`src/sv/bsd_pkg.sv`:
```
`default_nettype none
// ----------------------------------------------------------------------------
// bsd_pkg
// Shared types and constants for the BMP stream decoder.
// ----------------------------------------------------------------------------
package bsd_pkg;

    localparam int DIM_W = 14;          // width / height storage, holds up to 16383

    localparam logic [31:0] MASK555_R = 32'h0000_7C00;
    localparam logic [31:0] MASK555_G = 32'h0000_03E0;
    localparam logic [31:0] MASK555_B = 32'h0000_001F;
    localparam logic [31:0] MASK888_R = 32'h00FF_0000;
    localparam logic [31:0] MASK888_G = 32'h0000_FF00;
    localparam logic [31:0] MASK888_B = 32'h0000_00FF;

    localparam logic [32:0] FILE_HDR_SIZE = 33'd14;
    localparam logic [31:0] CORE_HDR_SIZE = 32'd12;
    localparam logic [31:0] COMP_RGB      = 32'd0;
    localparam logic [31:0] COMP_BITFIELD = 32'd3;

    typedef enum logic [3:0] {
        KIND_WIDTH     = 4'd0,
        KIND_HEIGHT    = 4'd1,
        KIND_DEPTH     = 4'd2,
        KIND_MASK_R    = 4'd3,
        KIND_MASK_G    = 4'd4,
        KIND_MASK_B    = 4'd5,
        KIND_PALETTE   = 4'd6,
        KIND_PIXEL     = 4'd7,
        KIND_RAW       = 4'd8,
        KIND_ERR_FMT   = 4'd9,
        KIND_ERR_SIZE  = 4'd10
    } kind_t;

    typedef enum logic [2:0] {
        CMD_HDR,
        CMD_ERR_FMT,
        CMD_ERR_SIZE,
        CMD_PAL,
        CMD_PIX1,
        CMD_PIX4,
        CMD_RAW
    } cmd_t;

    // one queued command from the parser to the result generator
    typedef struct packed {
        cmd_t              cmd;
        logic [3:0]        num;      // results this command expands to
        logic [31:0]       value;
        logic [13:0]       column;
        logic [11:0]       row;
        logic              last;
        logic [DIM_W-1:0]  width;
        logic [DIM_W-1:0]  height;
        logic [15:0]       depth;
        logic [31:0]       mask_r;
        logic [31:0]       mask_g;
        logic [31:0]       mask_b;
    } entry_t;

endpackage
`default_nettype wire

```
`src/sv/bsd_queue.sv`:
```
`default_nettype none
// ----------------------------------------------------------------------------
// bsd_queue
// Two-entry command queue between parser and result generator.
// ----------------------------------------------------------------------------
module bsd_queue (
    input  wire logic            aclk,
    input  wire logic            aresetn,
    input  wire logic            push,
    input  wire bsd_pkg::entry_t push_entry,
    output logic                 full,
    input  wire logic            pop,
    output logic                 not_empty,
    output bsd_pkg::entry_t      head
);
    import bsd_pkg::*;

    entry_t     slot_reg [2];
    logic       wr_ptr_reg, wr_ptr_next;
    logic       rd_ptr_reg, rd_ptr_next;
    logic [1:0] count_reg, count_next;

    assign full      = (count_reg == 2'd2);
    assign not_empty = (count_reg != 2'd0);
    assign head      = slot_reg[rd_ptr_reg];

    always_comb begin
        wr_ptr_next = push ? ~wr_ptr_reg : wr_ptr_reg;
        rd_ptr_next = pop ? ~rd_ptr_reg : rd_ptr_reg;
        count_next  = count_reg + {1'b0, push} - {1'b0, pop};
    end

    always_ff @(posedge aclk) begin
        if (!aresetn) begin
            wr_ptr_reg <= 1'b0;
            rd_ptr_reg <= 1'b0;
            count_reg  <= 2'd0;
        end else begin
            wr_ptr_reg <= wr_ptr_next;
            rd_ptr_reg <= rd_ptr_next;
            count_reg  <= count_next;
        end
    end

    always_ff @(posedge aclk) begin
        if (push) begin
            slot_reg[wr_ptr_reg] <= push_entry;
        end
    end

endmodule
`default_nettype wire

```
`src/sv/bsd_front.sv`:
```
`default_nettype none
// ----------------------------------------------------------------------------
// bsd_front
// Byte parser: tracks file offset and header fields, classifies each byte
// and queues one command per byte that yields results.
// ----------------------------------------------------------------------------
module bsd_front #(
    parameter int MAX_WIDTH  = 4096,
    parameter int MAX_HEIGHT = 4096
) (
    input  wire logic            aclk,
    input  wire logic            aresetn,
    input  wire logic            in_valid,
    output logic                 in_ready,
    input  wire logic [7:0]      in_byte,
    input  wire logic            in_first,
    input  wire logic            q_full,
    output logic                 q_push,
    output bsd_pkg::entry_t      q_entry
);
    import bsd_pkg::*;

    logic [31:0]      off_reg, off_next;
    logic [31:0]      pdo_reg, pdo_next;
    logic [31:0]      hs_reg, hs_next;
    logic [DIM_W-1:0] width_reg, width_next;
    logic             width_big_reg, width_big_next;
    logic [DIM_W-1:0] height_reg, height_next;
    logic             height_big_reg, height_big_next;
    logic [15:0]      bpp_reg, bpp_next;
    logic [31:0]      comp_reg, comp_next;
    logic [31:0]      cu_reg, cu_next;
    logic [31:0]      mr_reg, mr_next;
    logic [31:0]      mg_reg, mg_next;
    logic [31:0]      mb_reg, mb_next;
    logic [15:0]      asm_reg, asm_next;
    logic [1:0]       pos_reg, pos_next;
    logic [8:0]       pidx_reg, pidx_next;
    logic [13:0]      rowc_reg, rowc_next;
    logic [15:0]      colc_reg, colc_next;
    logic             err_reg, err_next;
    logic             done_reg, done_next;

    logic             accept;
    logic [31:0]      o;
    logic [32:0]      o33;
    logic [1:0]       bsel;
    logic [3:0]       mrel;
    logic             core;
    logic [31:0]      hs40;
    logic [32:0]      p0;
    logic [32:0]      dstart;
    logic             depth_ok;
    logic             big_w, big_h;
    logic [1:0]       pos_last;
    logic [8:0]       pal_count;
    logic             pal_depth;
    logic [15:0]      data_bytes;
    logic [16:0]      padded;
    logic             last_row;
    logic [13:0]      row_img;
    logic [16:0]      xbase;
    logic [16:0]      remain;
    logic [16:0]      ppb;
    logic [16:0]      col_inc;

    assign in_ready = !q_full;
    assign accept   = in_valid && !q_full;

    always_comb begin
        off_next        = off_reg;
        pdo_next        = pdo_reg;
        hs_next         = hs_reg;
        width_next      = width_reg;
        width_big_next  = width_big_reg;
        height_next     = height_reg;
        height_big_next = height_big_reg;
        bpp_next        = bpp_reg;
        comp_next       = comp_reg;
        cu_next         = cu_reg;
        mr_next         = mr_reg;
        mg_next         = mg_reg;
        mb_next         = mb_reg;
        asm_next        = asm_reg;
        pos_next        = pos_reg;
        pidx_next       = pidx_reg;
        rowc_next       = rowc_reg;
        colc_next       = colc_reg;
        err_next        = err_reg;
        done_next       = done_reg;
        q_push          = 1'b0;
        q_entry         = '0;

        // new file restarts everything
        if (in_first) begin
            pdo_next        = '0;
            hs_next         = '0;
            width_next      = '0;
            width_big_next  = 1'b0;
            height_next     = '0;
            height_big_next = 1'b0;
            bpp_next        = '0;
            comp_next       = '0;
            cu_next         = '0;
            mr_next         = '0;
            mg_next         = '0;
            mb_next         = '0;
            asm_next        = '0;
            pos_next        = '0;
            pidx_next       = '0;
            rowc_next       = '0;
            colc_next       = '0;
            err_next        = 1'b0;
            done_next       = 1'b0;
        end

        o    = in_first ? 32'd0 : off_reg;
        o33  = {1'b0, o};
        bsel = o[1:0] + 2'd2;            // byte lane within a 32-bit field
        mrel = 4'(o - 32'd54);
        core = 1'b0;
        hs40 = '0;
        p0   = '0;
        dstart    = '0;
        depth_ok  = 1'b0;
        big_w     = 1'b0;
        big_h     = 1'b0;
        pos_last  = '0;
        pal_count = '0;
        pal_depth = 1'b0;
        data_bytes = '0;
        padded    = '0;
        last_row  = 1'b0;
        row_img   = '0;
        xbase     = '0;
        remain    = '0;
        ppb       = '0;
        col_inc   = '0;

        if (accept) begin
            off_next = (o == 32'hFFFF_FFFF) ? o : o + 32'd1;
        end

        if (accept && !err_next && !done_next) begin
            core = (hs_next == CORE_HDR_SIZE);

            // header field capture
            unique case (o)
                32'd10, 32'd11, 32'd12, 32'd13: pdo_next[8*bsel +: 8] = in_byte;
                32'd14, 32'd15, 32'd16, 32'd17: hs_next[8*bsel +: 8] = in_byte;
                32'd18: width_next[7:0] = in_byte;
                32'd19: begin
                    width_next[13:8] = in_byte[5:0];
                    width_big_next   = width_big_next | (|in_byte[7:6]);
                end
                32'd20: begin
                    if (core) height_next[7:0] = in_byte;
                    else width_big_next = width_big_next | (|in_byte);
                end
                32'd21: begin
                    if (core) begin
                        height_next[13:8] = in_byte[5:0];
                        height_big_next   = height_big_next | (|in_byte[7:6]);
                    end else begin
                        width_big_next = width_big_next | (|in_byte);
                    end
                end
                32'd22: if (!core) height_next[7:0] = in_byte;
                32'd23: begin
                    if (!core) begin
                        height_next[13:8] = in_byte[5:0];
                        height_big_next   = height_big_next | (|in_byte[7:6]);
                    end
                end
                32'd24: begin
                    if (core) bpp_next[7:0] = in_byte;
                    else height_big_next = height_big_next | (|in_byte);
                end
                32'd25: begin
                    if (core) bpp_next[15:8] = in_byte;
                    else height_big_next = height_big_next | (|in_byte);
                end
                32'd28: if (!core) bpp_next[7:0] = in_byte;
                32'd29: if (!core) bpp_next[15:8] = in_byte;
                32'd30, 32'd31, 32'd32, 32'd33: begin
                    if (!core) comp_next[8*bsel +: 8] = in_byte;
                end
                32'd46, 32'd47, 32'd48, 32'd49: begin
                    if (!core) cu_next[8*bsel +: 8] = in_byte;
                end
                default: begin
                    // bitfield masks at 54..65
                    if (o >= 32'd54 && o <= 32'd65 && !core && comp_next == COMP_BITFIELD) begin
                        unique case (mrel[3:2])
                            2'd0:    mr_next[8*bsel +: 8] = in_byte;
                            2'd1:    mg_next[8*bsel +: 8] = in_byte;
                            default: mb_next[8*bsel +: 8] = in_byte;
                        endcase
                    end
                end
            endcase

            // palette start and pixel data start
            hs40 = (hs_next < 32'd40) ? 32'd40 : hs_next;
            if (core) begin
                p0 = 33'd26;
            end else begin
                p0 = FILE_HDR_SIZE + {1'b0, hs40};
                if (comp_next == COMP_BITFIELD && p0 < 33'd66) p0 = 33'd66;
            end
            dstart = ({1'b0, pdo_next} > p0) ? {1'b0, pdo_next} : p0;

            depth_ok = bpp_next == 16'd1 || bpp_next == 16'd4 || bpp_next == 16'd8 ||
                       bpp_next == 16'd15 || bpp_next == 16'd16 || bpp_next == 16'd24 ||
                       bpp_next == 16'd32;
            big_w = width_big_next  || ({1'b0, width_next}  > 15'(MAX_WIDTH));
            big_h = height_big_next || ({1'b0, height_next} > 15'(MAX_HEIGHT));

            pos_last  = core ? 2'd2 : 2'd3;
            pal_depth = bpp_next == 16'd1 || bpp_next == 16'd4 || bpp_next == 16'd8;
            if (cu_next == 32'd0) begin
                pal_count = (bpp_next == 16'd1) ? 9'd2 :
                            (bpp_next == 16'd4) ? 9'd16 : 9'd256;
            end else begin
                pal_count = (cu_next > 32'd256) ? 9'd256 : cu_next[8:0];
            end

            unique case (bpp_next)
                16'd1:   data_bytes = 16'(({2'b0, width_next} + 16'd7) >> 3);
                16'd4:   data_bytes = 16'(({2'b0, width_next} + 16'd1) >> 1);
                16'd8:   data_bytes = {2'b0, width_next};
                16'd24:  data_bytes = {2'b0, width_next} + {1'b0, width_next, 1'b0};
                16'd32:  data_bytes = {width_next, 2'b0};
                default: data_bytes = {1'b0, width_next, 1'b0};
            endcase
            padded   = ({1'b0, data_bytes} + 17'd3) & ~17'd3;
            last_row = ({1'b0, rowc_next} + 15'd1) == {1'b0, height_next};
            row_img  = height_next - 14'd1 - rowc_next;

            if (!(o < 32'd25 || (!core && o < 32'd53))) begin
                priority if (o33 + 33'd1 == p0) begin
                    if ((!core && comp_next != COMP_RGB && comp_next != COMP_BITFIELD) ||
                        !depth_ok) begin
                        err_next      = 1'b1;
                        q_push        = 1'b1;
                        q_entry.cmd   = CMD_ERR_FMT;
                        q_entry.num   = 4'd1;
                    end else if (big_w || big_h) begin
                        err_next      = 1'b1;
                        q_push        = 1'b1;
                        q_entry.cmd   = CMD_ERR_SIZE;
                        q_entry.num   = 4'd1;
                    end else begin
                        q_push         = 1'b1;
                        q_entry.cmd    = CMD_HDR;
                        q_entry.num    = 4'd6;
                        q_entry.width  = width_next;
                        q_entry.height = height_next;
                        q_entry.depth  = bpp_next;
                        if (!core && comp_next == COMP_BITFIELD) begin
                            if (bpp_next == 16'd15 || bpp_next == 16'd16 ||
                                bpp_next == 16'd32) begin
                                q_entry.mask_r = mr_next;
                                q_entry.mask_g = mg_next;
                                q_entry.mask_b = mb_next;
                            end
                        end else if (bpp_next == 16'd15 || bpp_next == 16'd16) begin
                            q_entry.mask_r = MASK555_R;
                            q_entry.mask_g = MASK555_G;
                            q_entry.mask_b = MASK555_B;
                        end else if (bpp_next == 16'd24 || bpp_next == 16'd32) begin
                            q_entry.mask_r = MASK888_R;
                            q_entry.mask_g = MASK888_G;
                            q_entry.mask_b = MASK888_B;
                        end
                        if (width_next == '0 || height_next == '0) done_next = 1'b1;
                        pos_next  = '0;
                        pidx_next = '0;
                    end
                end else if (o33 < p0) begin
                    // gap before palette
                end else if (o33 < dstart) begin
                    if (pal_depth && pidx_next < pal_count) begin
                        unique case (pos_next)
                            2'd0: asm_next[7:0]  = in_byte;
                            2'd1: asm_next[15:8] = in_byte;
                            2'd2: begin
                                q_push         = 1'b1;
                                q_entry.cmd    = CMD_PAL;
                                q_entry.num    = 4'd1;
                                q_entry.value  = {8'h00, in_byte, asm_next};
                                q_entry.column = {5'b0, pidx_next};
                            end
                            default: ;
                        endcase
                    end
                    if (pos_next == pos_last) begin
                        pos_next  = '0;
                        pidx_next = (pidx_next == 9'd256) ? pidx_next : pidx_next + 9'd1;
                    end else begin
                        pos_next = pos_next + 2'd1;
                    end
                end else begin
                    col_inc = {1'b0, colc_next} + 17'd1;
                    if ({1'b0, colc_next} < {1'b0, data_bytes}) begin
                        q_push      = 1'b1;
                        q_entry.row = row_img[11:0];
                        if (bpp_next == 16'd1 || bpp_next == 16'd4) begin
                            xbase  = (bpp_next == 16'd1) ? {colc_next[13:0], 3'b0}
                                                         : {colc_next, 1'b0};
                            ppb    = (bpp_next == 16'd1) ? 17'd8 : 17'd2;
                            remain = {3'b0, width_next} - xbase;
                            q_entry.cmd    = (bpp_next == 16'd1) ? CMD_PIX1 : CMD_PIX4;
                            q_entry.num    = (remain < ppb) ? remain[3:0] : ppb[3:0];
                            q_entry.value  = {24'h0, in_byte};
                            q_entry.column = xbase[13:0];
                            q_entry.last   = last_row && (remain <= ppb);
                        end else begin
                            q_entry.cmd    = CMD_RAW;
                            q_entry.num    = 4'd1;
                            q_entry.value  = {24'h0, in_byte};
                            q_entry.column = colc_next[13:0];
                            q_entry.last   = last_row && (col_inc == {1'b0, data_bytes});
                        end
                    end
                    if ({1'b0, colc_next} < {1'b0, data_bytes} && last_row &&
                        col_inc == {1'b0, data_bytes}) begin
                        done_next = 1'b1;
                    end else if (col_inc >= padded) begin
                        colc_next = '0;
                        rowc_next = rowc_next + 14'd1;
                        if (rowc_next >= height_next) done_next = 1'b1;
                    end else begin
                        colc_next = col_inc[15:0];
                    end
                end
            end
        end else if (accept) begin
            core = 1'b0;
        end
    end

    always_ff @(posedge aclk) begin
        if (!aresetn) begin
            off_reg        <= '0;
            pdo_reg        <= '0;
            hs_reg         <= '0;
            width_reg      <= '0;
            width_big_reg  <= 1'b0;
            height_reg     <= '0;
            height_big_reg <= 1'b0;
            bpp_reg        <= '0;
            comp_reg       <= '0;
            cu_reg         <= '0;
            mr_reg         <= '0;
            mg_reg         <= '0;
            mb_reg         <= '0;
            asm_reg        <= '0;
            pos_reg        <= '0;
            pidx_reg       <= '0;
            rowc_reg       <= '0;
            colc_reg       <= '0;
            err_reg        <= 1'b0;
            done_reg       <= 1'b0;
        end else if (accept) begin
            off_reg        <= off_next;
            pdo_reg        <= pdo_next;
            hs_reg         <= hs_next;
            width_reg      <= width_next;
            width_big_reg  <= width_big_next;
            height_reg     <= height_next;
            height_big_reg <= height_big_next;
            bpp_reg        <= bpp_next;
            comp_reg       <= comp_next;
            cu_reg         <= cu_next;
            mr_reg         <= mr_next;
            mg_reg         <= mg_next;
            mb_reg         <= mb_next;
            asm_reg        <= asm_next;
            pos_reg        <= pos_next;
            pidx_reg       <= pidx_next;
            rowc_reg       <= rowc_next;
            colc_reg       <= colc_next;
            err_reg        <= err_next;
            done_reg       <= done_next;
        end
    end

endmodule
`default_nettype wire

```
`src/sv/bsd_back.sv`:
```
`default_nettype none
// ----------------------------------------------------------------------------
// bsd_back
// Result generator: expands each queued command into one result per cycle,
// unless the output stalls, into a registered output stage.
// ----------------------------------------------------------------------------
module bsd_back (
    input  wire logic            aclk,
    input  wire logic            aresetn,
    input  wire logic            q_valid,
    input  wire bsd_pkg::entry_t q_head,
    output logic                 q_pop,
    output logic                 m_tvalid,
    input  wire logic            m_tready,
    output logic [63:0]          m_tdata,
    output logic [3:0]           m_tuser,
    output logic                 m_tlast
);
    import bsd_pkg::*;

    logic [2:0]  k_reg, k_next;
    logic        mv_reg, mv_next;
    logic [63:0] md_reg, md_next;
    logic [3:0]  mk_reg, mk_next;
    logic        ml_reg, ml_next;

    logic        fire;
    logic        final_k;
    kind_t       r_kind;
    logic [31:0] r_value;
    logic [13:0] r_col;
    logic [11:0] r_row;
    logic        r_last;

    assign fire    = q_valid && (!mv_reg || m_tready);
    assign final_k = ({1'b0, k_reg} + 4'd1) == q_head.num;
    assign q_pop   = fire && final_k;

    always_comb begin
        r_kind  = KIND_ERR_FMT;
        r_value = '0;
        r_col   = '0;
        r_row   = '0;
        r_last  = 1'b0;
        unique case (q_head.cmd)
            CMD_HDR: begin
                r_kind = kind_t'({1'b0, k_reg});
                unique case (k_reg)
                    3'd0:    r_value = {18'h0, q_head.width};
                    3'd1:    r_value = {18'h0, q_head.height};
                    3'd2:    r_value = {16'h0, q_head.depth};
                    3'd3:    r_value = q_head.mask_r;
                    3'd4:    r_value = q_head.mask_g;
                    default: r_value = q_head.mask_b;
                endcase
            end
            CMD_ERR_FMT:  r_kind = KIND_ERR_FMT;
            CMD_ERR_SIZE: r_kind = KIND_ERR_SIZE;
            CMD_PAL: begin
                r_kind  = KIND_PALETTE;
                r_value = q_head.value;
                r_col   = q_head.column;
            end
            CMD_PIX1, CMD_PIX4: begin
                r_kind  = KIND_PIXEL;
                if (q_head.cmd == CMD_PIX1) begin
                    r_value = {31'h0, q_head.value[3'd7 - k_reg]};
                end else begin
                    r_value = (k_reg == 3'd0) ? {28'h0, q_head.value[7:4]}
                                              : {28'h0, q_head.value[3:0]};
                end
                r_col  = q_head.column + {11'h0, k_reg};
                r_row  = q_head.row;
                r_last = q_head.last && final_k;
            end
            default: begin
                r_kind  = KIND_RAW;
                r_value = q_head.value;
                r_col   = q_head.column;
                r_row   = q_head.row;
                r_last  = q_head.last;
            end
        endcase
    end

    always_comb begin
        k_next  = k_reg;
        mv_next = mv_reg;
        md_next = md_reg;
        mk_next = mk_reg;
        ml_next = ml_reg;
        if (fire) begin
            mv_next = 1'b1;
            md_next = {6'h0, r_row, r_col, r_value};
            mk_next = r_kind;
            ml_next = r_last;
            k_next  = final_k ? 3'd0 : k_reg + 3'd1;
        end else if (m_tready) begin
            mv_next = 1'b0;
        end
    end

    always_ff @(posedge aclk) begin
        if (!aresetn) begin
            k_reg  <= '0;
            mv_reg <= 1'b0;
        end else begin
            k_reg  <= k_next;
            mv_reg <= mv_next;
        end
    end

    always_ff @(posedge aclk) begin
        md_reg <= md_next;
        mk_reg <= mk_next;
        ml_reg <= ml_next;
    end

    assign m_tvalid = mv_reg;
    assign m_tdata  = md_reg;
    assign m_tuser  = mk_reg;
    assign m_tlast  = ml_reg;

endmodule
`default_nettype wire

```
`src/sv/bmp_stream_decoder.sv`:
```
`default_nettype none
// ----------------------------------------------------------------------------
// bmp_stream_decoder
// Streaming BMP decoder: file bytes in, header/palette/pixel results out.
// ----------------------------------------------------------------------------
// The file arrives one byte per transaction on the slave side; tuser high
// marks byte 0 of a new file and restarts the parse. The parser takes a byte
// while the queue is not full and queues at most one command per byte in a
// two-entry queue. The result generator drains it at one result per cycle,
// unless the master side stalls, into a registered master stage; a 1-bit
// image byte yields up to eight results, a 4-bit byte up to two, a header-complete
// byte six, all others one (or none). The queue decouples both sides, so
// input bytes keep flowing while results are stalled, until the queue fills.
// Results: width, height, depth and R/G/B masks once the header is in,
// then palette entries, then pixel indices (1/4-bit) or raw row bytes.
// Unsupported format or an image beyond MAX_WIDTH/MAX_HEIGHT gives a
// single error result and the rest of the file is dropped.
// ----------------------------------------------------------------------------
module bmp_stream_decoder #(
    parameter int MAX_WIDTH  = 4096,
    parameter int MAX_HEIGHT = 4096
) (
    input  wire logic        aclk,
    input  wire logic        aresetn,
    input  wire logic        s_tvalid,
    output logic             s_tready,
    input  wire logic [7:0]  s_tdata,   // [7:0] data_byte
    input  wire logic        s_tuser,   // [0] first
    output logic             m_tvalid,
    input  wire logic        m_tready,
    output logic [63:0]      m_tdata,   // [31:0] value, [45:32] column, [57:46] row
    output logic [3:0]       m_tuser,   // [3:0] kind
    output logic             m_tlast
);
    import bsd_pkg::*;

    logic   q_full;
    logic   q_push;
    logic   q_pop;
    logic   q_valid;
    entry_t q_entry;
    entry_t q_head;

    // parser: offset tracking, header capture, per-byte classification
    bsd_front #(
        .MAX_WIDTH  (MAX_WIDTH),
        .MAX_HEIGHT (MAX_HEIGHT)
    ) u_front (
        .aclk     (aclk),
        .aresetn  (aresetn),
        .in_valid (s_tvalid),
        .in_ready (s_tready),
        .in_byte  (s_tdata),
        .in_first (s_tuser),
        .q_full   (q_full),
        .q_push   (q_push),
        .q_entry  (q_entry)
    );

    // command queue between parser and result generator
    bsd_queue u_queue (
        .aclk       (aclk),
        .aresetn    (aresetn),
        .push       (q_push),
        .push_entry (q_entry),
        .full       (q_full),
        .pop        (q_pop),
        .not_empty  (q_valid),
        .head       (q_head)
    );

    // result generator with registered output
    bsd_back u_back (
        .aclk     (aclk),
        .aresetn  (aresetn),
        .q_valid  (q_valid),
        .q_head   (q_head),
        .q_pop    (q_pop),
        .m_tvalid (m_tvalid),
        .m_tready (m_tready),
        .m_tdata  (m_tdata),
        .m_tuser  (m_tuser),
        .m_tlast  (m_tlast)
    );

    // header and error results carry no position
    a_hdr_no_pos: assert property (@(posedge aclk) disable iff (!aresetn)
        m_tvalid && (m_tuser == KIND_WIDTH || m_tuser == KIND_HEIGHT ||
                     m_tuser == KIND_DEPTH || m_tuser == KIND_ERR_FMT ||
                     m_tuser == KIND_ERR_SIZE) |-> m_tdata[57:32] == 26'h0)
        else $error("header/error result with nonzero position");

    // pixel indices are at most four bits
    a_pix_narrow: assert property (@(posedge aclk) disable iff (!aresetn)
        m_tvalid && m_tuser == KIND_PIXEL |-> m_tdata[31:4] == 28'h0)
        else $error("pixel index too wide");

    // last only on pixel or raw transactions
    a_last_kind: assert property (@(posedge aclk) disable iff (!aresetn)
        m_tvalid && m_tlast |-> (m_tuser == KIND_PIXEL || m_tuser == KIND_RAW))
        else $error("tlast on non-pixel result");

endmodule
`default_nettype wire

```
`config.mk`:
```
export PLATFORM = sky130hd
export DESIGN_NAME = bmp_stream_decoder
export DESIGN_NICKNAME = d
export VERILOG_FILES = /design/src/sv/bsd_pkg.sv /design/src/sv/bsd_queue.sv /design/src/sv/bsd_front.sv /design/src/sv/bsd_back.sv /design/src/sv/bmp_stream_decoder.sv
export SDC_FILE = /design/constraint.sdc
export NUM_CORES = 2
export LEC_CHECK = 0
export ABC_CLOCK_PERIOD_IN_PS = 30800
export BUFFER_PORTS_ARGS = -buffer_cell sky130_fd_sc_hd__buf_2
export CAP_MARGIN = 5
export CORE_MARGIN = 2
export CORE_UTILIZATION = 30
export CTS_CLUSTER_DIAMETER = 30
export DETAILED_ROUTE_END_ITERATION = 10
export HOLD_SLACK_MARGIN = 0.08
export SLEW_MARGIN = 20
export SYNTH_ARGS = -nofsm -noshare
export SYNTH_HDL_FRONTEND = slang
export SYNTH_SLANG_ARGS = --single-unit
```
`constraint.sdc`:
```
create_clock -name aclk -period 30.8 [get_ports aclk]
set_input_delay 6.16 -clock aclk [delete_from_list [all_inputs] [get_ports aclk]]
set_output_delay 6.16 -clock aclk [all_outputs]
set_load 0.02 [all_outputs]
```
=== Word-level counts from Yosys, hierarchy flattened ===
Memory sizes are Yosys's and may differ from the RTL's. A register that Yosys moved wholly into a read port is not among the register bits.
Index checks and enable logic that the tools add are counted.

* Memories kept: 1
* Output and inout bits: 71
* Input port bits: 13
* RAM bits: 412
* Bits in registers: 432

{| class="wikitable"
|+ Memories
! memory !! words !! width !! read ports !! clocked after Yosys merged registers in !! write ports !! RTL line !! RTL
|-
| u_queue.slot_reg || 2 || 206 || 1 || 1 || 1 || bsd_queue.sv:18 || <nowiki>entry_t slot_reg [2];</nowiki>
|}

* Shift operators: 2
* Add/subtract/negate cells: 24
* Bitwise gates (word level): 6
* Equality and inequality tests: 57
* Muxes and demuxes: 204
* Magnitude comparators: 19
* Reduce and logical (&&, ||, !) cells: 65

{| class="wikitable"
|+ Operators by type and width
! operator !! number
|-
| 32-bit two-way mux || 37
|-
| 32-bit by 5-bit equality test with 1-bit output (second input constant) || 14
|-
| 140-bit two-way mux || 3
|-
| 206-bit two-way mux || 2
|-
| 16-bit two-way mux || 18
|-
| 96-bit two-way mux || 3
|-
| 32-bit bitwise mux || 7
|-
| 32-bit by 4-bit equality test with 1-bit output (second input constant) || 7
|-
| 32-bit by 6-bit equality test with 1-bit output (second input constant) || 6
|-
| 14-bit two-way mux || 12
|-
| 32-bit case mux with 5 select lines || 1
|-
| 53-bit two-way mux || 3
|-
| 9-bit two-way mux || 15
|-
| 33-bit two-way mux || 4
|-
| 66-bit two-way mux || 2
|-
| 8-bit two-way mux || 13
|-
| 32-bit case mux with 3 select lines || 1
|-
| 88-bit two-way mux || 1
|-
| 16-bit case mux with 5 select lines || 1
|-
| 32-bit by 33-bit < comparator with 1-bit output || 2
|-
| 32-bit by 2-bit equality test with 1-bit output (second input constant) || 2
|-
| 32-bit by 6-bit < comparator with 1-bit output (second input constant) || 2
|-
| 59-bit two-way mux || 1
|-
| 52-bit two-way mux || 1
|-
| other kinds (88) || 219
|}

=== Depth between registers and ports, before layout ===
* Depth after elaboration: 25
* Gate-level depth with buffers: 64
* Mapped depth without buffers: 56

=== Hierarchy ===
A second synthesis with hierarchy kept.

* Cell total of the unflattened synthesis: 5513
* Area total of the unflattened synthesis: 51720.9 µm²

{| class="wikitable"
|+ By module, submodules not included
! module !! seq. area each (µm²) !! instances !! cells each !! area an instance (µm²)
|-
| bsd_front || 7226.9 || 1 || 4466 || 31966.9
|-
| bsd_queue || 12472.0 || 1 || 662 || 15666.3
|-
| bsd_back || 1971.9 || 1 || 385 || 4087.7
|}

=== Worst setup path before layout ===
OpenSTA, ideal clock, no wires.

* Path type: input -> register
* Start: input port s_tuser
* End: memory u_queue.slot_reg[0][0] (netlist bit) (enable)
* Arrival time: 25137 ps
* Stages on the path: 54
* Required time: 30017 ps
* Setup time: 783 ps
* Path slack: 4879 ps
* Path through: clkbuf_1 -> inv_1 -> clkbuf_1 -> clkbuf_1 -> clkbuf_1 -> buf_1 -> clkbuf_1 -> buf_1 -> clkbuf_1 -> clkbuf_1 -> clkbuf_1 -> a31o_2 -> nand2_1 -> ha_1 -> clkbuf_1 -> inv_1 -> nor2_1 -> and4_1 -> [18 not listed] -> clkbuf_1 -> clkbuf_1 -> a21oi_1 -> ha_1 -> nor2b_1 -> o21ai_0 -> nand2b_1 -> a21oi_1 -> nor2b_1 -> o21ai_0 -> nand2b_1 -> a21oi_1 -> o21ai_0 -> or4_1 -> a21boi_0 -> o21bai_1 -> a21oi_1 -> nor2b_1

* Longest elaborated chain between the ends: 25

{| class="wikitable"
|+ Ends and longest elaborated chain
! element !! RTL line !! RTL
|-
| from (decl) || bmp_stream_decoder.sv:28 || <nowiki>input wire logic s_tuser,</nowiki>
|-
| 32-bit two-way mux || bsd_front.sv:117 || <nowiki>o = in_first ? 32'd0 : off_reg;</nowiki>
|-
| 2-bit adder || bsd_front.sv:119 || <nowiki>bsel = o[1:0] + 2'd2;</nowiki>
|-
| 5-bit negator with 34-bit output || - ||
|-
| 8-bit by 34-bit variable part select with 32-bit output / 8-bit by 34-bit variable shift with 32-bit output (equally long branches) || - ||
|-
| 32-bit bitwise mux || bsd_front.sv:150 || <nowiki>32'd14, 32'd15, 32'd16, 32'd17: hs_next[8*bsel +: 8] = in_byte;</nowiki>
|-
| 32-bit two-way mux || bsd_front.sv:148 || <nowiki>unique case (o)</nowiki>
|-
| 32-bit two-way mux || bsd_front.sv:144 || <nowiki>if (accept && !err_next && !done_next) begin</nowiki>
|-
| 32-bit by 6-bit < comparator with 1-bit output || bsd_front.sv:204 || <nowiki>hs40 = (hs_next < 32'd40) ? 32'd40 : hs_next;</nowiki>
|-
| [9 not listed] || - ||
|-
| 32-bit by 33-bit < comparator with 1-bit output || bsd_front.sv:282 || <nowiki>end else if (o33 < dstart) begin</nowiki>
|-
| 1-bit two-way mux || bsd_front.sv:282 ||
|-
| 1-bit two-way mux || bsd_front.sv:280 || <nowiki>end else if (o33 < p0) begin</nowiki>
|-
| 1-bit two-way mux || bsd_front.sv:241 || <nowiki>priority if (o33 + 33'd1 == p0) begin</nowiki>
|-
| 1-bit two-way mux || bsd_front.sv:240 || <nowiki>if (!(o < 32'd25 || (!core && o < 32'd53))) begin</nowiki>
|-
| 1-bit two-way mux * || bsd_front.sv:144 ||
|-
| 1-bit two-way mux * || bsd_queue.sv:46 || <nowiki>if (push) begin</nowiki>
|-
| 1-bit two-way mux (not written as such) * || bsd_queue.sv:47 || <nowiki>slot_reg[wr_ptr_reg] <= push_entry;</nowiki>
|-
| to (decl) || bsd_queue.sv:18 ||
|}

Every way passes the cells marked *; elsewhere a longest branch is shown, timed or not. The select of a mux whose other input is x is not followed.

=== Worst setup path in the final report ===
* Start: input port s_tuser
* End: memory u_queue.slot_reg[1][52] (netlist bit) (enable)

The elaborated chain is that of the path after synthesis.

==> qor.yml <==
status:
  status: "finished clean"
sta:
  rsz0062_at_grt: "false"
  slew_viol_final: 0
  clock.fmax_mhz: 48.29
  maxSlewHeadroom_pct: 11.89
  finalSetupViolations: 0
  worstMarginPinSlew_ns: 1.308
  worst_slack_ns: 10.09
  finalCritPeriodShare_pct: 67.24
  setup_tns_ns: 0
  hold_viol: 0
  fin_hold_ws_ns: 0.4547
  skew_ns: 0.1131
  min_period_ns: 20.71
logic_synthesis:
  synthCells: 5604
  synth_xor_area_share_pct: 3.058
  synth.distinct_cells: 117
  yosys_warnings: 0
  synth_area_um2: 50400
  synth_seq_cells: 829
  synth_fa_ha_area_share_pct: 5.694
  yosys.area_share.simple_pct: 20.96
  yosysSeqAreaShare_pct: 42.04
  synth_top_family_by_area: "simple AND/OR/NAND/NOR gates"
  synth-edff-count: 459
  syn_avg_cell_area_um2: 8.994
  muxShareOfSynthArea_pct: 6.394
  async_reset_ff_share_pct: 0
  synth_compound_area_share_pct: 17.92
  yosys_most_used_dff: "edfxtp_1"
worst_setup_path:
  crit_path_max_fanout: 62
  slowest_delay_ns: 0.81
  r2r-end: "u_queue.slot_reg[1][52]"
  crit_path_frequent_cell: "a21oi_1"
  r2r_start: "u_front.off_reg[10]"
  cp.required_ns: 31.24
  arrival_ns: 21.15
  r2r_cells: 50
  critPathLaunchType: "input pin"
  cp_slowest_cell: "a21oi_2"
  worstSetupStartpoint: "s_tuser"
  end_kind: "flip-flop"
  rrSetupSlack_ns: 14.04
  path_class: "input pin to flip-flop"
power_and_ir_drop:
  p_total_mw: 3.714
  leakage_nw: 22.04
  peakVddDrop_mv: 0.06231
  p_per_area_nw_per_um2: 61.08
drt:
  dr_total_vias: 46170
  vias_per_cell: 5.722
  drtIter0Drc: 5419
  first_pass_iters: 7
  wl_per_cell_um: 23.82
  wirelength_mm: 192.2
  antenna_left: 0
  drc: 0
layout:
  final_cell_mix: "nor2_1, nand2_1, edfxtp_1"
  fillers: 16660
  largest_reg_flops: 396
  mostFrequentLayoutCell: "nor2_1"
  nets: 5928
  layout.cells.non_filler: 8069
  antenna_cells: 0
  finalInstanceArea_um2: 60800
  syn2layout_area_growth_pct: 20.62
  drive_gt1_share_pct: 13.13
  multi_input_area_um2: 27500
  final_core_util_pct: 36.40
  seq_area_um2: 21190
floorplanning:
  die_y_um: 413.9
  dieArea_um2: 171300
  core-area_um2: 167000
  num_rows: 150
  fp.dieW_um: 413.9
  io_pins: 84
  initial_core_util_pct: 30.18
clocking:
  clk_path_buf_depth: 3
  cts_tree: "yes"
  cts-buffers-inserted: 200
  holdBufCountCts: 0
  clock_latency_ns: 0.86
  postCtsSetupRepairBufs: 0
  cts.sinks: 829
  htreeDepth: 4
  cts.clk_slew.worst_paths_ns: 0.04
  cts_resized: 0
  cts-root-buf: "clkbuf_16"
placement:
  dp_cells: 7689
  hpwl_mm: 135.3
  placed_area_um2: 53470
  port_buffers: 77
  dp_slack_ns: 9.539
  gp_congestion: 0.9692
grt:
  first_global_vias: 43470
  grt_first_pass_wirelength_mm: 284.2
  grt_max_degree: 97
  gr-usage-all-layers_pct: 21.81
  antenna_found_initial: 5
  gr-total-overflow: 0
hold_path:
  hold_path.class: "flip-flop to flip-flop"
  holdCritStartpoint: "u_front.mr_reg[21]"
  min_path_cells: 2
  hold_end: "u_front.mr_reg[21]"
job:
  max_cap_viol_count: 0
-- worst max-delay path by stage --
| stage | end | slack, ns | depth (start not counted) |
|---|---|---|---|
| after floorplan | u_queue.slot_reg[0][0] | 4.88 | 54 |
| after global placement | u_queue.slot_reg[1][49] | 9.58 | 55 |
| after detailed placement | u_queue.slot_reg[1][49] | 9.54 | 50 |
| after CTS | u_queue.slot_reg[1][186] | 10.36 | 50 |
| after global routing | u_queue.slot_reg[1][52] | 9.10 | 55 |
| final | u_queue.slot_reg[1][52] | 10.09 | 50 |
-- per-layer routing --
| metal | share of wire, % | track usage, % | up-vias |
|---|---|---|---|
| li1 | - | - | 20950 |
| met1 | 43 | 30.01 | 22430 |
| met2 | 44 | 33.32 | 2356 |
| met3 | 8.9 | 4.303 | 428 |
| met4 | 4.2 | 8.852 | 4 |
| met5 | 0.014 | 0 | - |
-- cell usage after synthesis, drive strengths merged (34+ instances only) --
cell type    n  area share (%)
nor2       754             5.6
nand2      529             3.9
edfxtp     459              27
dfxtp      370              15
a21oi      350             3.5
clkbuf     300             2.2
o21ai      262             2.6
ha         223             5.5
nand3      202             2.0
mux2i      181             3.6
a22oi      173             2.6
nor3       139             1.4
inv        131            0.98
nor2b      113             1.4
xnor2      108             1.9
a211oi      99             1.5
nand4       96             1.3
mux2        93             2.1
nor4        89             1.3
a31oi       76            0.94
buf         70            0.69
xor2        68             1.2
a21o        62            0.92
o22ai       48            0.61
and3        45            0.56
and2        40            0.50
or3         40            0.50
o211ai      34            0.51
-- worst max-delay path: cells and delay by family --
family	cells	cell delay (ns)
AO/OA/AOI/OAI	20	4.50
adder cells (fa/ha/maj)	3	1.02
buffers and inverters	8	2.77
multiplexers	1	0.48
AND/OR/NAND/NOR	18	5.99
-- power by group --
part | total [mW] | switching, mW | internal [mW] | leakage [nW]
clock | 2.23 | 0.716 | 1.51 | 3.48
sequential | 1.19 | 0.0116 | 1.17 | 7.74
combinational | 0.301 | 0.215 | 0.0863 | 10.8
total | 3.71 | 0.942 | 2.77 | 22.0
-- cell type report --
type,instances,share of cell area [%]
multi-input combinational,4296,45.23
sequential,829,34.86
clock buffer,240,8.851
tap,2204,4.536
clock inverter,139,3.163
timing repair buffer,225,2.504
inverter,136,0.8602
-- logic make-up (layout without fill, tap and decap cells) --
logic type	count (synthesis)	count (layout)
AOI/OAI and AO/OA	1372	1372
xor gates and xnor gates	176	176
adders and majority gates	227	227
buffers and inverters	506	740
DFF	829	829
muxes	290	290
other	1	28
and+or+nand+nor	2203	2203
(Power assumes the default switching activity.)
